==> config.mk <==
export PLATFORM = sky130hd
export DESIGN_NAME = utf16_to_utf8_transcoder
export DESIGN_NICKNAME = d
export VERILOG_FILES = /design/src/rtl/core/u16u8_pkg.sv /design/src/rtl/core/u16u8_encode.sv /design/src/rtl/core/u16u8_serial.sv /design/src/rtl/core/utf16_to_utf8_transcoder.sv
export VERILOG_INCLUDE_DIRS = /design/src /design/src/rtl/core
export SDC_FILE = /design/constraint.sdc
export NUM_CORES = 1
export LEC_CHECK = 0
export BUFFER_PORTS_ARGS = -buffer_cell sky130_fd_sc_hd__buf_2
export CAP_MARGIN = 20
export CORE_UTILIZATION = 39
export CTS_BUF_LIST = sky130_fd_sc_hd__clkbuf_4
export DETAILED_ROUTE_END_ITERATION = 8
export MAX_ROUTING_LAYER = met4
export PLACE_DENSITY = 0.55
export SLEW_MARGIN = 20
export SYNTH_ARGS = -nofsm -noshare
export SYNTH_HDL_FRONTEND = slang
export SYNTH_SLANG_ARGS = --single-unit
==> constraint.sdc <==
create_clock -name clk_i -period 3.5 [get_ports clk_i]
set_input_delay 0.525 -clock clk_i [delete_from_list [all_inputs] [get_ports clk_i]]
set_output_delay 0.525 -clock clk_i [all_outputs]
set_load 0.02 [all_outputs]
==> src/rtl/core/utf16_to_utf8_transcoder_macros.svh <==
// Assertion helpers, clocked on clk_i and held off while rst_ni is low.
`ifndef UTF16_TO_UTF8_TRANSCODER_MACROS_SVH
`define UTF16_TO_UTF8_TRANSCODER_MACROS_SVH

// Consequent holds in the same cycle as the antecedent.
`define U16U8_ASSERT_SAME(lbl, ante, cons, msg) \
  lbl: assert property (@(posedge clk_i) disable iff (!rst_ni) (ante) |-> (cons)) \
    else $error(msg);

// Consequent holds in the cycle after the antecedent.
`define U16U8_ASSERT_NEXT(lbl, ante, cons, msg) \
  lbl: assert property (@(posedge clk_i) disable iff (!rst_ni) (ante) |=> (cons)) \
    else $error(msg);

`endif

==> src/rtl/core/u16u8_pkg.sv <==
package u16u8_pkg;

  localparam int unsigned MaxBytes = 4;
  localparam int unsigned CountW   = 3;
  localparam int unsigned IdxW     = 2;

  localparam logic [5:0]  HighSurrTag  = 6'h36;
  localparam logic [5:0]  LowSurrTag   = 6'h37;
  localparam logic [15:0] OneByteLimit = 16'h0080;
  localparam logic [15:0] TwoByteLimit = 16'h0800;
  localparam logic [20:0] SuppOffset   = 21'h10000;

  localparam logic [7:0] ContLead = 8'h80;
  localparam logic [7:0] Lead2    = 8'hC0;
  localparam logic [7:0] Lead3    = 8'hE0;
  localparam logic [7:0] Lead4    = 8'hF0;

  localparam logic [CountW-1:0] CountOne   = 3'd1;
  localparam logic [CountW-1:0] CountTwo   = 3'd2;
  localparam logic [CountW-1:0] CountThree = 3'd3;
  localparam logic [CountW-1:0] CountFour  = 3'd4;

  typedef struct packed {
    logic [CountW-1:0]         count;
    logic [MaxBytes-1:0][7:0]  bytes;
  } enc_res_t;

endpackage

==> src/rtl/core/u16u8_encode.sv <==
`include "utf16_to_utf8_transcoder_macros.svh"

module u16u8_encode (
  input  logic                clk_i,
  input  logic                rst_ni,
  input  logic                big_endian_i,
  input  logic                accept_i,
  input  logic [7:0]          byte_first_i,
  input  logic [7:0]          byte_second_i,
  output u16u8_pkg::enc_res_t res_o
);

  logic        pending_high_q, pending_high_d;
  logic [9:0]  held_high_bits_q, held_high_bits_d;
  logic [15:0] unit;
  logic        is_high, is_low;
  logic [20:0] cp;

  always_comb begin
    unit    = big_endian_i ? {byte_first_i, byte_second_i} : {byte_second_i, byte_first_i};
    is_high = (unit[15:10] == u16u8_pkg::HighSurrTag);
    is_low  = (unit[15:10] == u16u8_pkg::LowSurrTag);
    cp      = {1'b0, held_high_bits_q, unit[9:0]} + u16u8_pkg::SuppOffset;

    res_o            = '0;
    pending_high_d   = pending_high_q;
    held_high_bits_d = held_high_bits_q;

    if (pending_high_q) begin
      pending_high_d = 1'b0;
      if (is_low) begin
        res_o.count    = u16u8_pkg::CountFour;
        res_o.bytes[0] = u16u8_pkg::Lead4 | {5'b0, cp[20:18]};
        res_o.bytes[1] = u16u8_pkg::ContLead | {2'b0, cp[17:12]};
        res_o.bytes[2] = u16u8_pkg::ContLead | {2'b0, cp[11:6]};
        res_o.bytes[3] = u16u8_pkg::ContLead | {2'b0, cp[5:0]};
      end
    end else if (is_high) begin
      pending_high_d   = 1'b1;
      held_high_bits_d = unit[9:0];
    end else if (unit < u16u8_pkg::OneByteLimit) begin
      res_o.count    = u16u8_pkg::CountOne;
      res_o.bytes[0] = unit[7:0];
    end else if (unit < u16u8_pkg::TwoByteLimit) begin
      res_o.count    = u16u8_pkg::CountTwo;
      res_o.bytes[0] = u16u8_pkg::Lead2 | {3'b0, unit[10:6]};
      res_o.bytes[1] = u16u8_pkg::ContLead | {2'b0, unit[5:0]};
    end else begin
      res_o.count    = u16u8_pkg::CountThree;
      res_o.bytes[0] = u16u8_pkg::Lead3 | {4'b0, unit[15:12]};
      res_o.bytes[1] = u16u8_pkg::ContLead | {2'b0, unit[11:6]};
      res_o.bytes[2] = u16u8_pkg::ContLead | {2'b0, unit[5:0]};
    end
  end

  always_ff @(posedge clk_i or negedge rst_ni) begin
    if (!rst_ni) begin
      pending_high_q   <= 1'b0;
      held_high_bits_q <= '0;
    end else if (accept_i) begin
      pending_high_q   <= pending_high_d;
      held_high_bits_q <= held_high_bits_d;
    end
  end

  `U16U8_ASSERT_SAME(a_four_needs_hold, res_o.count == u16u8_pkg::CountFour, pending_high_q, "four-byte result without held surrogate")
  `U16U8_ASSERT_NEXT(a_hold_clears, accept_i && pending_high_q, !pending_high_q, "surrogate hold survived next unit")

endmodule

==> src/rtl/core/u16u8_serial.sv <==
`include "utf16_to_utf8_transcoder_macros.svh"

module u16u8_serial (
  input  logic                clk_i,
  input  logic                rst_ni,
  input  logic                load_i,
  input  u16u8_pkg::enc_res_t res_i,
  output logic                in_ready_o,
  output logic                m_tvalid_o,
  input  logic                m_tready_i,
  output logic [7:0]          m_tdata_o,
  output logic                m_tlast_o
);

  logic [u16u8_pkg::CountW-1:0]      count_q, count_d;
  logic [u16u8_pkg::IdxW-1:0]        idx_q, idx_d;
  logic [u16u8_pkg::MaxBytes-1:0][7:0] bytes_q;
  logic                              last, out_hs;

  always_comb begin
    m_tvalid_o = (count_q != '0);
    last       = ({1'b0, idx_q} == (count_q - u16u8_pkg::CountOne));
    m_tdata_o  = bytes_q[idx_q];
    m_tlast_o  = last;
    out_hs     = m_tvalid_o && m_tready_i;
    in_ready_o = !m_tvalid_o || (out_hs && last);

    count_d = count_q;
    idx_d   = idx_q;
    if (load_i) begin
      count_d = res_i.count;
      idx_d   = '0;
    end else if (out_hs) begin
      if (last) begin
        count_d = '0;
      end else begin
        idx_d = idx_q + 1'b1;
      end
    end
  end

  always_ff @(posedge clk_i or negedge rst_ni) begin
    if (!rst_ni) begin
      count_q <= '0;
      idx_q   <= '0;
    end else begin
      count_q <= count_d;
      idx_q   <= idx_d;
    end
  end

  always_ff @(posedge clk_i) begin
    if (load_i) begin
      bytes_q <= res_i.bytes;
    end
  end

  `U16U8_ASSERT_SAME(a_idx_in_range, m_tvalid_o, {1'b0, idx_q} < count_q, "byte index beyond result length")
  `U16U8_ASSERT_SAME(a_count_max, 1'b1, count_q <= u16u8_pkg::CountFour, "result length above four")
  `U16U8_ASSERT_NEXT(a_idx_advance, out_hs && !last && !load_i, m_tvalid_o && (idx_q == $past(idx_q) + 1'b1), "byte index did not advance")

endmodule

==> src/rtl/core/utf16_to_utf8_transcoder.sv <==
// UTF-16 to UTF-8 transcoder.
// Slave side: one beat carries one UTF-16 code unit as two raw bytes in
// stream order; cfg_wdata_i written with cfg_we_i selects big-endian order.
// Master side: one UTF-8 byte per beat, tlast on the final byte of a unit
// (or of a surrogate pair). A high surrogate produces no beat; it is held
// and combined with the next unit, or dropped with it if that is no low
// surrogate.
// Latency: the first byte of a unit appears on the master side the cycle
// after the unit is accepted.
// Throughput: a unit holds the single result register until its last output
// byte (one to four bytes) is accepted; units that give no bytes leave it
// empty. The next unit is taken in the cycle the last byte of the previous
// one is accepted, so ASCII text runs at one unit per cycle while the
// receiver accepts every byte.
// Reset clears the held surrogate, the result count and index (not the result
// bytes) and selects little-endian order. When the receiver stalls, the
// current byte holds and s_axis_tready drops until its last byte is taken.
module utf16_to_utf8_transcoder (
  input  logic        clk_i,
  input  logic        rst_ni,
  input  logic        cfg_we_i,
  input  logic        cfg_wdata_i,   // big_endian
  input  logic        s_axis_tvalid,
  output logic        s_axis_tready,
  input  logic [15:0] s_axis_tdata,  // [7:0] byte_first, [15:8] byte_second
  output logic        m_axis_tvalid,
  input  logic        m_axis_tready,
  output logic [7:0]  m_axis_tdata,  // [7:0] out_byte
  output logic        m_axis_tlast
);

  logic                big_endian_q;
  logic                in_accept;
  u16u8_pkg::enc_res_t res;

  always_ff @(posedge clk_i or negedge rst_ni) begin
    if (!rst_ni) begin
      big_endian_q <= 1'b0;
    end else if (cfg_we_i) begin
      big_endian_q <= cfg_wdata_i;
    end
  end

  assign in_accept = s_axis_tvalid && s_axis_tready;

  u16u8_encode u_encode (
    .clk_i         (clk_i),
    .rst_ni        (rst_ni),
    .big_endian_i  (big_endian_q),
    .accept_i      (in_accept),
    .byte_first_i  (s_axis_tdata[7:0]),
    .byte_second_i (s_axis_tdata[15:8]),
    .res_o         (res)
  );

  u16u8_serial u_serial (
    .clk_i      (clk_i),
    .rst_ni     (rst_ni),
    .load_i     (in_accept),
    .res_i      (res),
    .in_ready_o (s_axis_tready),
    .m_tvalid_o (m_axis_tvalid),
    .m_tready_i (m_axis_tready),
    .m_tdata_o  (m_axis_tdata),
    .m_tlast_o  (m_axis_tlast)
  );

endmodule
==> results.md, run 1 <==
* Status: finished, violations left
* Violated checks: design-rule violations
* Starting Density at 41.0%
* Register area share after synthesis at 49.2%
* Post-Place Cells at 326
* CTS Buffer Depth at 2
* Post-synth EDFFs at 29
* Crit path to: u_serial.bytes_q[1]
* CTS root buffer: clkbuf_4
* Syn Area/Cell at 11.8 µm²
* Post-Syn Instances at 224
* Final hold violations at 0
* Synth unique cells at 48
* Crit path kind: register to register
* CTS sink cnt at 46
* Slew margin rel. at 54.1%
* Synth-to-Final Area Change at 11.6%
* All-Layer GR Usage at 18.4%
* Final min period at 2.63 ns
* Vias/cell at 5.68
* CTS tree: built
* Initial antenna violation count at 0
* Place WS at 0.947 ns
* Num CTS Buffers at 5
* VDD IR max at 0.000186 V
* Synthesized cell area at 2630 µm²
* Synth Register Bits at 46
* Startpoint Class: register
* Period utilisation layout at 75.3%
* RR Startpoint: big_endian_q
* Pwr per Cell Area at 655 nW/µm²
* Global-route wire length before repair at 9740 µm
* Multi-input gate area at 1230 µm²
* Fmax achieved at 380 MHz
* Final-stage net count at 281
* Async set-or-reset flop fraction in the synthesized netlist at 37.0%
* Gr busiest metal: met2
* Max Cap Viol at 0
* RSZ-0062 raised after global routing: no
* # setup viols final at 0
* Reg clk slew, reported paths at 0.13 ns
* Setup bufs post-CTS at 0
* Reg-to-reg critical path endpoint: u_serial.bytes_q[1]
* Int Pwr at 1.22 mW
* Leakage at 1.25 nW
* Worst stage delay on the critical path at 0.70 ns
* Largest net degree at the start of global routing at 33
* DP Wirelength at 4330 µm
* Setup WS post-layout at 0.865 ns
* Design Area, Final at 2940 µm²
* Power Total at 1.93 mW
* Layout cells sized above 1 at 26.1%
* CTS resizes at 0
* Hold Slack at 0.0899 ns
* Met3 GRT Util at 3.24%
* Top-count cell post-synth: edfxtp_1
* Core ar. at 6420 µm²
* Post-route DRC at 2
* Yosys warns at 0
* CP Cell Sequence: buf_4 > nor4_1 > o21bai_1 > nand2_1 > a221oi_1 > o22ai_1
* Routed WL at 5820 µm
* Crit-path max FO at 20
* Met2 usage at 27.9%
* Gpl congestion at 0.783
* Sequential share of power at 43.8%
* Die area at 7090 µm²
* Most frequent cells after synthesis: edfxtp_1 (29), mux2i_1 (19), nor2_1 (18)
* Clock skew at 0.0163 ns
* Reg2reg setup slack at 0.87 ns
* H-tree Lvls at 2
* Row count at 29
* Kind of end point of the critical path: register
* Worst slew pin tran at 0.689 ns
* Top post-synthesis cells by area: edfxtp_1 (33%), dfrtp_1 (16%), mux2i_1 (7.2%), mux4_2 (5.1%), o21ai_0 (3.0%)
* Cell taking the most area after synthesis: edfxtp_1
* Drt pass-1 iters at 6
* WP data arrival at 2.73 ns
* Synth top area share at 33.1%
* Setup tns final at 0 ns
* Clock share of power at 16.2%
* Worst-Skew Late Latency at 0.35 ns
* GRT overflow at 0
* Fillcell total at 606
* Sw Pwr at 0.705 mW
* Storage cell area at 1300 µm²
* Finished Core Util at 45.8%
* Synthesized Nets at 249
* WL per Instance at 17.4 µm
* Dpl cell area at 2860 µm²
* Horiz. Die Dim at 84.2 µm
* Chip height at 84.2 µm
* Crit-path slowest cell: dfrtp_1
* Non-filler cells, final at 334
* Combinational Power Share at 40.0%
* Worst Path Required at 3.60 ns
* Ys flop type: edfxtp_1
* Antenna Nets Post-Route at 0
* Number of I/O port buffers at 32
* Total number of vias at 1896
* HP Class: input pin to async pin
* Met1 Resource Use GR at 26.0%
* Launch point of the worst path: big_endian_q
* Top Ports at 33
* N_diodes at 0
* Vias in the first global route at 1874
* Slew Viols, Final at 0
* DRT iter0 DRCs at 82
* Switching share of power at 36.6%
* Reg2reg path depth at 6
* Hold Buf Count CTS at 0
[state kept, by name (all words and copies together), names as in the netlist]
register                   count
u_serial.bytes_q              29
u_encode.held_high_bits_q     10
u_serial.count_q               3
u_serial.idx_q                 2
big_endian_q                   1
u_encode.pending_high_q        1
[layout make-up]
| class | instances | share of cell area (%) |
|---|---|---|
| clock buffer | 6 | 1.53 |
| clock inverter | 2 | 1.15 |
| inverter | 14 | 1.79 |
| multi-input combinational | 153 | 41.7 |
| sequential | 46 | 44.1 |
| tap | 77 | 3.28 |
| timing repair buffer | 36 | 6.47 |
[power by group through the flow]
stage / Sequential [mW] / Clock (mW) / Combinational, mW
CTS: 0.847 / 0.321 / 0.774
detailed placement: 0.860 / 0 / 0.772
floorplan: 0.799 / 0 / 0.614
finish: 0.843 / 0.313 / 0.770
global placement: 0.856 / 0 / 0.763
global route: 0.864 / 0.347 / 0.840
[routing by layer]
metal  vias to the layer above  part of all wire (%)
met5                         -                     0
met4                         0                  0.50
met3                         2                   3.9
met1                       926                    50
met2                        49                    46
li1                        919                     -
[kinds of logic (layout without fill, tap and decap cells)]
| family | after synthesis | in the layout | synth area share, % |
|---|---|---|---|
| AO/OA/AOI/OAI | 56 | 56 | 14.4 |
| AND/OR/NAND/NOR | 52 | 52 | 10.0 |
| flip-flops | 46 | 46 | 49.2 |
| multiplexers | 37 | 37 | 18.5 |
| buffers and inverters | 25 | 58 | 4.23 |
| XOR/XNOR | 5 | 5 | 2.23 |
| adder cells (fa/ha/maj) | 3 | 3 | 1.43 |
[cell usage in the layout, fill, tap and decap left out, drive strengths merged, types with 2 or more instances in the layout]
| master | n |
|---|---|
| a21oi | 9 |
| a221oi | 2 |
| a31oi | 4 |
| a32o | 5 |
| buf | 36 |
| clkbuf | 6 |
| dfrtp | 17 |
| edfxtp | 29 |
| ha | 3 |
| inv | 14 |
| mux2 | 11 |
| mux2i | 19 |
| mux4 | 7 |
| nand2 | 16 |
| nand2b | 2 |
| nand3 | 3 |
| nand4 | 3 |
| nand4b | 2 |
| nor2 | 18 |
| nor3 | 2 |
| nor4 | 2 |
| o21ai | 16 |
| o22ai | 10 |
| o31ai | 2 |
| xnor2 | 2 |
| xor2 | 3 |
[critical path, delay by kind of cell (launching register included)]
family / cells / cell delay [ns]
AND/OR/NAND/NOR: 2 / 0.23
AO/OA/AOI/OAI: 3 / 1.08
flip-flops: 1 / 0.70
buffers and inverters: 1 / 0.37
[how the worst min path moves through the flow]
stage                   startpoint                           end  slack (ns)  cells after the start
3_3_place_gp   u_serial.count_q[1]           u_serial.count_q[1]        0.48                      1
2_1_floorplan               rst_ni                  big_endian_q        0.23                      0
5_1_grt                     rst_ni                  big_endian_q        0.12                      1
6_report                    rst_ni  u_encode.held_high_bits_q[1]        0.09                      1
3_5_place_dp                rst_ni  u_encode.held_high_bits_q[1]        0.49                      1
4_1_cts                     rst_ni  u_encode.held_high_bits_q[1]         0.1                      1
Note: power is estimated with default switching activity, not from simulation.
==> inputs of run 2 (changes only) <==
- clock period: 3.5 -> 2.75 ns (I/O delays scaled with it)
==> run 2 against run 1 <==
The run still ends with design-rule violations left; first-iteration DRC count rose by 1.2%; combinational power rose by 36%; clock power barely moved; wire length rose by 3.3%; sequential share of layout area fell by 0.45 points; count of clock-buffer cells in the layout did not move; register-to-register slack got worse by 0.50 ns; highest routed layer unchanged.
==> results.md, run 2 (synthesis gave the netlist of run 1 again) <==
* Met3 WL at 228 µm
* Synth-to-Final Area Change at 12.8%
* Final min period at 2.38 ns
* Largest registers: u_serial.bytes_q (29), u_encode.held_high_bits_q (10), u_serial.count_q (3)
* Global-route wire length before repair at 9880 µm
* Reg2reg setup slack at 0.37 ns
* CTS root buffer: clkbuf_4
* Period utilisation layout at 86.6%
* Worst slew pin tran at 0.663 ns
* Hold Slack at 0.275 ns
* All-Layer GR Usage at 18.9%
* Drt pass-1 iters at 6
* Number of I/O port buffers at 32
* # setup viols final at 0
* RSZ-0062 raised after global routing: no
* HP Class: input pin to register
* Top Ports at 33
* CTS Buffer Depth at 2
* Finished Core Util at 46.2%
* CTS tree: built
* Crit-path max FO at 20
* Worst-Skew Late Latency at 0.36 ns
* Die area at 7090 µm²
* N_diodes at 0
* WL per Instance at 17.6 µm
* GRT overflow at 0
* Max Cap Viol at 0
* Post-route DRC at 2
* Horiz. Die Dim at 84.2 µm
* Design Area, Final at 2970 µm²
* Clock skew at 0.0192 ns
* Launch point of the worst path: big_endian_q
* Largest net degree at the start of global routing at 33
* Place WS at 0.421 ns
* Antenna Nets Post-Route at 0
* Pwr per Cell Area at 803 nW/µm²
* Slew Viols, Final at 0
* Power Total at 2.39 mW
* Reg2reg path depth at 5
* Setup tns final at 0 ns
* Met2 WL at 2670 µm
* Crit path to: u_serial.bytes_q[1]
* Core ar. at 6420 µm²
* Vias in the first global route at 1827
* Dpl cell area at 2910 µm²
* Setup WS post-layout at 0.369 ns
* Final-stage net count at 288
* Status: finished, violations left
* Slew margin rel. at 55.7%
* Starting Density at 41.0%
* RR Startpoint: big_endian_q
* Most flops, register: u_serial.bytes_q
* CTS sink cnt at 46
* Commonest non-fill, non-tap cells in the layout: buf_2 (32), edfxtp_1 (29), mux2i_1 (19), nor2_1 (18), dfrtp_1 (17)
* H-tree Lvls at 2
* Worst Path Required at 2.87 ns
* Vias/cell at 5.67
* Max layer used: met4
* Layout cells sized above 1 at 27.7%
* DRT iter0 DRCs at 83
* Routed WL at 6020 µm
* Num CTS Buffers at 5
* Startpoint Class: register
* Setup bufs post-CTS at 0
* Final hold violations at 0
* Commonest non-fill, non-tap cell in the layout: buf_2
* Violated checks: design-rule violations
* WP data arrival at 2.50 ns
* Multi-input gate area at 1230 µm²
* Hold Buf Count CTS at 1
* Gpl congestion at 0.846
* Fillcell total at 621
* Max reg flops at 29
* Kind of end point of the critical path: register
* Leakage at 1.28 nW
* VDD IR max at 0.000247 V
* Reg-to-reg critical path endpoint: u_serial.bytes_q[1]
* Fmax achieved at 420 MHz
* Post-Place Cells at 332
* Crit path kind: register to register
* Row count at 29
* Initial antenna violation count at 0
* Met1 WL at 3100 µm
* Chip height at 84.2 µm
* Storage cell area at 1300 µm²
* Total number of vias at 1935
* CTS resizes at 0
* Reg clk slew, reported paths at 0.14 ns
* DP Wirelength at 4510 µm
* Non-filler cells, final at 341
[run 2: cell count changes in the layout (fill, tap and decap cells not counted), sizes merged]
cell         before  now
buf              36   42
clkinv            1    2
dlygate4sd3       0    1
bufinv            1    0
[run 2: layout make-up]
type	count	share of cell area (%)
clock buffer	6	1.52
timing repair buffer	43	8.26
inverter	14	1.77
sequential	46	43.6
clock inverter	2	0.295
tap	77	3.24
multi-input combinational	153	41.3
[run 2: worst min path at each step]
stage / from / to / slack, ns / depth (start not counted)
global placement: rst_ni / u_encode.held_high_bits_q[1] / 0.39 / 1
detailed placement: rst_ni / u_encode.held_high_bits_q[1] / 0.39 / 1
floorplan: rst_ni / big_endian_q / 0.12 / 0
CTS: cfg_wdata_i / big_endian_q / 0.26 / 2
global route: cfg_wdata_i / big_endian_q / 0.25 / 2
finish: cfg_wdata_i / big_endian_q / 0.27 / 2
[run 2: layer usage]
| metal | vias up | track usage (%) |
|---|---|---|
| li1 | 931 | - |
| met1 | 952 | 27.4 |
| met2 | 50 | 26.8 |
| met3 | 2 | 4.03 |
| met4 | 0 | 5.17 |
| met5 | - | - |
[run 2: power breakdown]
part           leakage (nW)  switching [mW]  total [mW]  internal, mW
clock                0.0331           0.205       0.312         0.106
combinational         0.783           0.620        1.05         0.428
sequential            0.459          0.0797        1.03         0.947
total                  1.28           0.905        2.39          1.48
[run 2: critical path, stage by stage (launching register included)]
cell and delay (ns):
dfrtp_1 0.79, nor4_1 0.18, o21bai_1 0.59, nand2_1 0.12
a221oi_1 0.32, o22ai_1 0.13
==> inputs of run 3 (changes only) <==
- ABC_AREA: not set -> 1
- BUFFER_PORTS_ARGS: -buffer_cell sky130_fd_sc_hd__buf_2 -> not set
- DONT_BUFFER_PORTS: not set -> 1
- PLACE_DENSITY: 0.55 -> 0.51
==> run 3 against run 2 <==
The flow now finishes without violations; largest cell class unchanged; design area fell by 1.7%; sequential power increased by 9%; global-route usage is 2.0 points higher; critical path type is now register to output port; synthesized cell count grew 59%; maximum frequency fell by 6.1%; non-clock buffer count fell by 33.
==> results.md, run 3 <==
* Status: finished, final reports clean
* Row count at 30
* Most flops, register: u_serial.bytes_q
* Startpoint Class: register
* Synth top area share at 31.8%
* CTS tree: built
* GRT overflow at 0
* Crit path kind: register to output port
* CTS root buffer: clkbuf_4
* CTS sink cnt at 46
* Met2 usage at 33.7%
* Crit-path slowest cell: dfrtp_1
* Most frequent cells after synthesis: nand2_1 (107), inv_1 (36), o21ai_0 (35)
* Met3 GRT Util at 3.56%
* WP data arrival at 2.12 ns
* Fmax achieved at 394 MHz
* Met1 Resource Use GR at 27.7%
* Reg2reg path depth at 11
* RR Startpoint: u_serial.count_q[0]
* Final-stage net count at 386
* Routed WL at 6880 µm
* N_diodes at 0
* Worst stage delay on the critical path at 0.39 ns
* Top Ports at 33
* Drt pass-1 iters at 5
* Hold Path Sink: big_endian_q
* Synth Register Bits at 46
* Reg clk slew, reported paths at 0.16 ns
* Final min period at 2.54 ns
* Max Cap Viol at 0
* Top post-synthesis cells by area: edfxtp_1 (32%), dfrtp_1 (16%), nand2_1 (15%), o21ai_0 (6.4%), inv_1 (4.9%)
* Period utilisation layout at 92.2%
* Setup bufs post-CTS at 0
* Commonest non-fill, non-tap cells in the layout: nand2_1 (107), inv_1 (36), o21ai_0 (35), nor2_1 (34), edfxtp_1 (29)
* Vias/cell at 4.96
* Post-Syn Instances at 357
* Initial antenna violation count at 0
* Synthesized cell area at 2740 µm²
* Antenna Nets Post-Route at 0
* Die area at 7370 µm²
* Ys flop type: edfxtp_1
* Gpl congestion at 0.858
* Vias in the first global route at 2174
* Max reg flops at 29
* Total number of vias at 2272
* Leakage at 1.36 nW
* Largest registers: u_serial.bytes_q (29), u_encode.held_high_bits_q (10), u_serial.count_q (3)
* Top delay family on crit path: simple AND/OR/NAND/NOR gates
* Starting Density at 40.3%
* Yosys warns at 0
* Dpl cell area at 2860 µm²
* Slew Viols, Final at 0
* Top-count cell post-synth: nand2_1
* Synth-to-Final Area Change at 6.53%
* Reg-to-reg critical path endpoint: u_encode.held_high_bits_q[1]
* CTS resizes at 0
* Synthesized Nets at 382
* Beginning of the worst hold path: cfg_we_i
* Async set-or-reset flop fraction in the synthesized netlist at 37.0%
* Layout cells sized above 1 at 10.2%
* Post-synth EDFFs at 29
* WL per Instance at 15.0 µm
* Chip height at 85.8 µm
* Gr busiest metal: met2
* RSZ-0062 raised after global routing: no
* Setup tns final at 0 ns
* Clock skew at 0.0322 ns
* Worst path buffer plus inverter count at 4
* Crit-path max FO at 12
* # setup viols final at 0
* Largest net degree at the start of global routing at 33
* Syn Area/Cell at 7.68 µm²
* Worst-Skew Late Latency at 0.38 ns
* Final hold violations at 0
* DP Wirelength at 5100 µm
* Core ar. at 6790 µm²
* Kind of end point of the critical path: output port
* Worst Path Required at 2.34 ns
* DRT iter0 DRCs at 100
* Reg2reg setup slack at 0.51 ns
* All-Layer GR Usage at 20.9%
* WHS Path Cells at 1
* Num CTS Buffers at 5
* Commonest non-fill, non-tap cell in the layout: nand2_1
* Synth unique cells at 30
* Register area share after synthesis at 47.3%
* Design Area, Final at 2920 µm²
* CTS Buffer Depth at 2
* Post-route DRC at 0
* Cell taking the most area after synthesis: edfxtp_1
* Global-route wire length before repair at 11200 µm
* Horiz. Die Dim at 85.8 µm
* H-tree Lvls at 2
* Worst slew pin tran at 0.807 ns
* HP Class: input pin to register
* Hold Buf Count CTS at 1
* Slew margin rel. at 46.0%
* Number of I/O port buffers at 0
* VDD IR max at 0.000305 V
* Pwr per Cell Area at 862 nW/µm²
* CP Cell Sequence: inv_1 > ha_1 > nand2_1 > inv_1 > nor2_1 > nand3_1 > nand2_1 > buf_4 > buf_4
-- run 3: cell count changes in the layout (fill, tap and decap cells not counted), sizes merged, moves of 3 or more --
cell and change:
buf -33, mux2 -11, o21ai +25, nor2 +21, o22ai -3, nand2 +96
mux2i -19, a31oi -4, a21oi -6, inv +28, a32o -5, nand3 +24
mux4 -7, nand4 +12
-- run 3: kinds of logic (layout without fill, tap and decap cells) --
group                      Yosys count  after routing  share of synthesized area, %
and+or+nand+nor                    196            196                          31.3
buffers and inverters               56             61                          8.58
AOI/OAI and AO/OA                   52             52                          10.2
DFF                                 46             46                          47.3
xor gates and xnor gates             4              4                          1.28
adders and majority gates            3              3                          1.37
-- run 3: final cells by class --
cell class,count,area (µm²)
Timing Repair Buffer,10,77.6
Clock inverter,2,10.0
Clock buffer,6,45.0
Inverter,43,161
Multi-Input combinational cell,255,1210
Sequential cell,46,1300
Fill cell,697,3870
Tap cell,96,120
-- run 3: per-stage QoR --
step	setup WS [ns]	util [%]	hold slack [ns]	cells	total power, mW
floorplan	0.419	-	0.117	357	1.92
global placement	0.596	42.0	0.117	449	2.20
detailed placement	0.550	42.0	0.117	449	2.21
CTS	0.208	43.0	0.106	458	2.55
global route	0.0260	43.0	0.0940	458	2.73
finish	0.214	43.0	0.110	458	2.52
-- run 3: worst max path at each step --
stage                             start                            to  slack, ns  cells past startpoint
CTS                 u_serial.count_q[0]                 s_axis_tready       0.21                      9
detailed placement  u_serial.count_q[0]  u_encode.held_high_bits_q[4]       0.55                     11
global placement    u_serial.count_q[0]  u_encode.held_high_bits_q[9]       0.60                     11
finish              u_serial.count_q[0]                 s_axis_tready       0.21                      9
floorplan           u_serial.count_q[0]           u_serial.bytes_q[0]       0.42                      9
global route        u_serial.count_q[0]                 s_axis_tready       0.03                      9
-- run 3: worst reg2reg max path: cells and delay by family, from the launching register on --
family | cells | cell delay, ns
simple gates | 7 | 1.20
flops | 1 | 0.39
buf+inv | 3 | 0.35
fa+ha+maj | 1 | 0.19
-- run 3: per-layer routing --
metal | share of wire (%) | up-vias
met5 | 0 | -
met4 | 1.1 | 0
met3 | 4.1 | 5
met2 | 46 | 39
met1 | 48 | 1049
li1 | - | 1179
-- run 3: power breakdown --
group	total, mW	leakage (nW)	switching (mW)	internal (mW)
registers	1.12	0.489	0.129	0.994
clock network	0.332	0.0354	0.225	0.108
logic	1.06	0.839	0.748	0.313
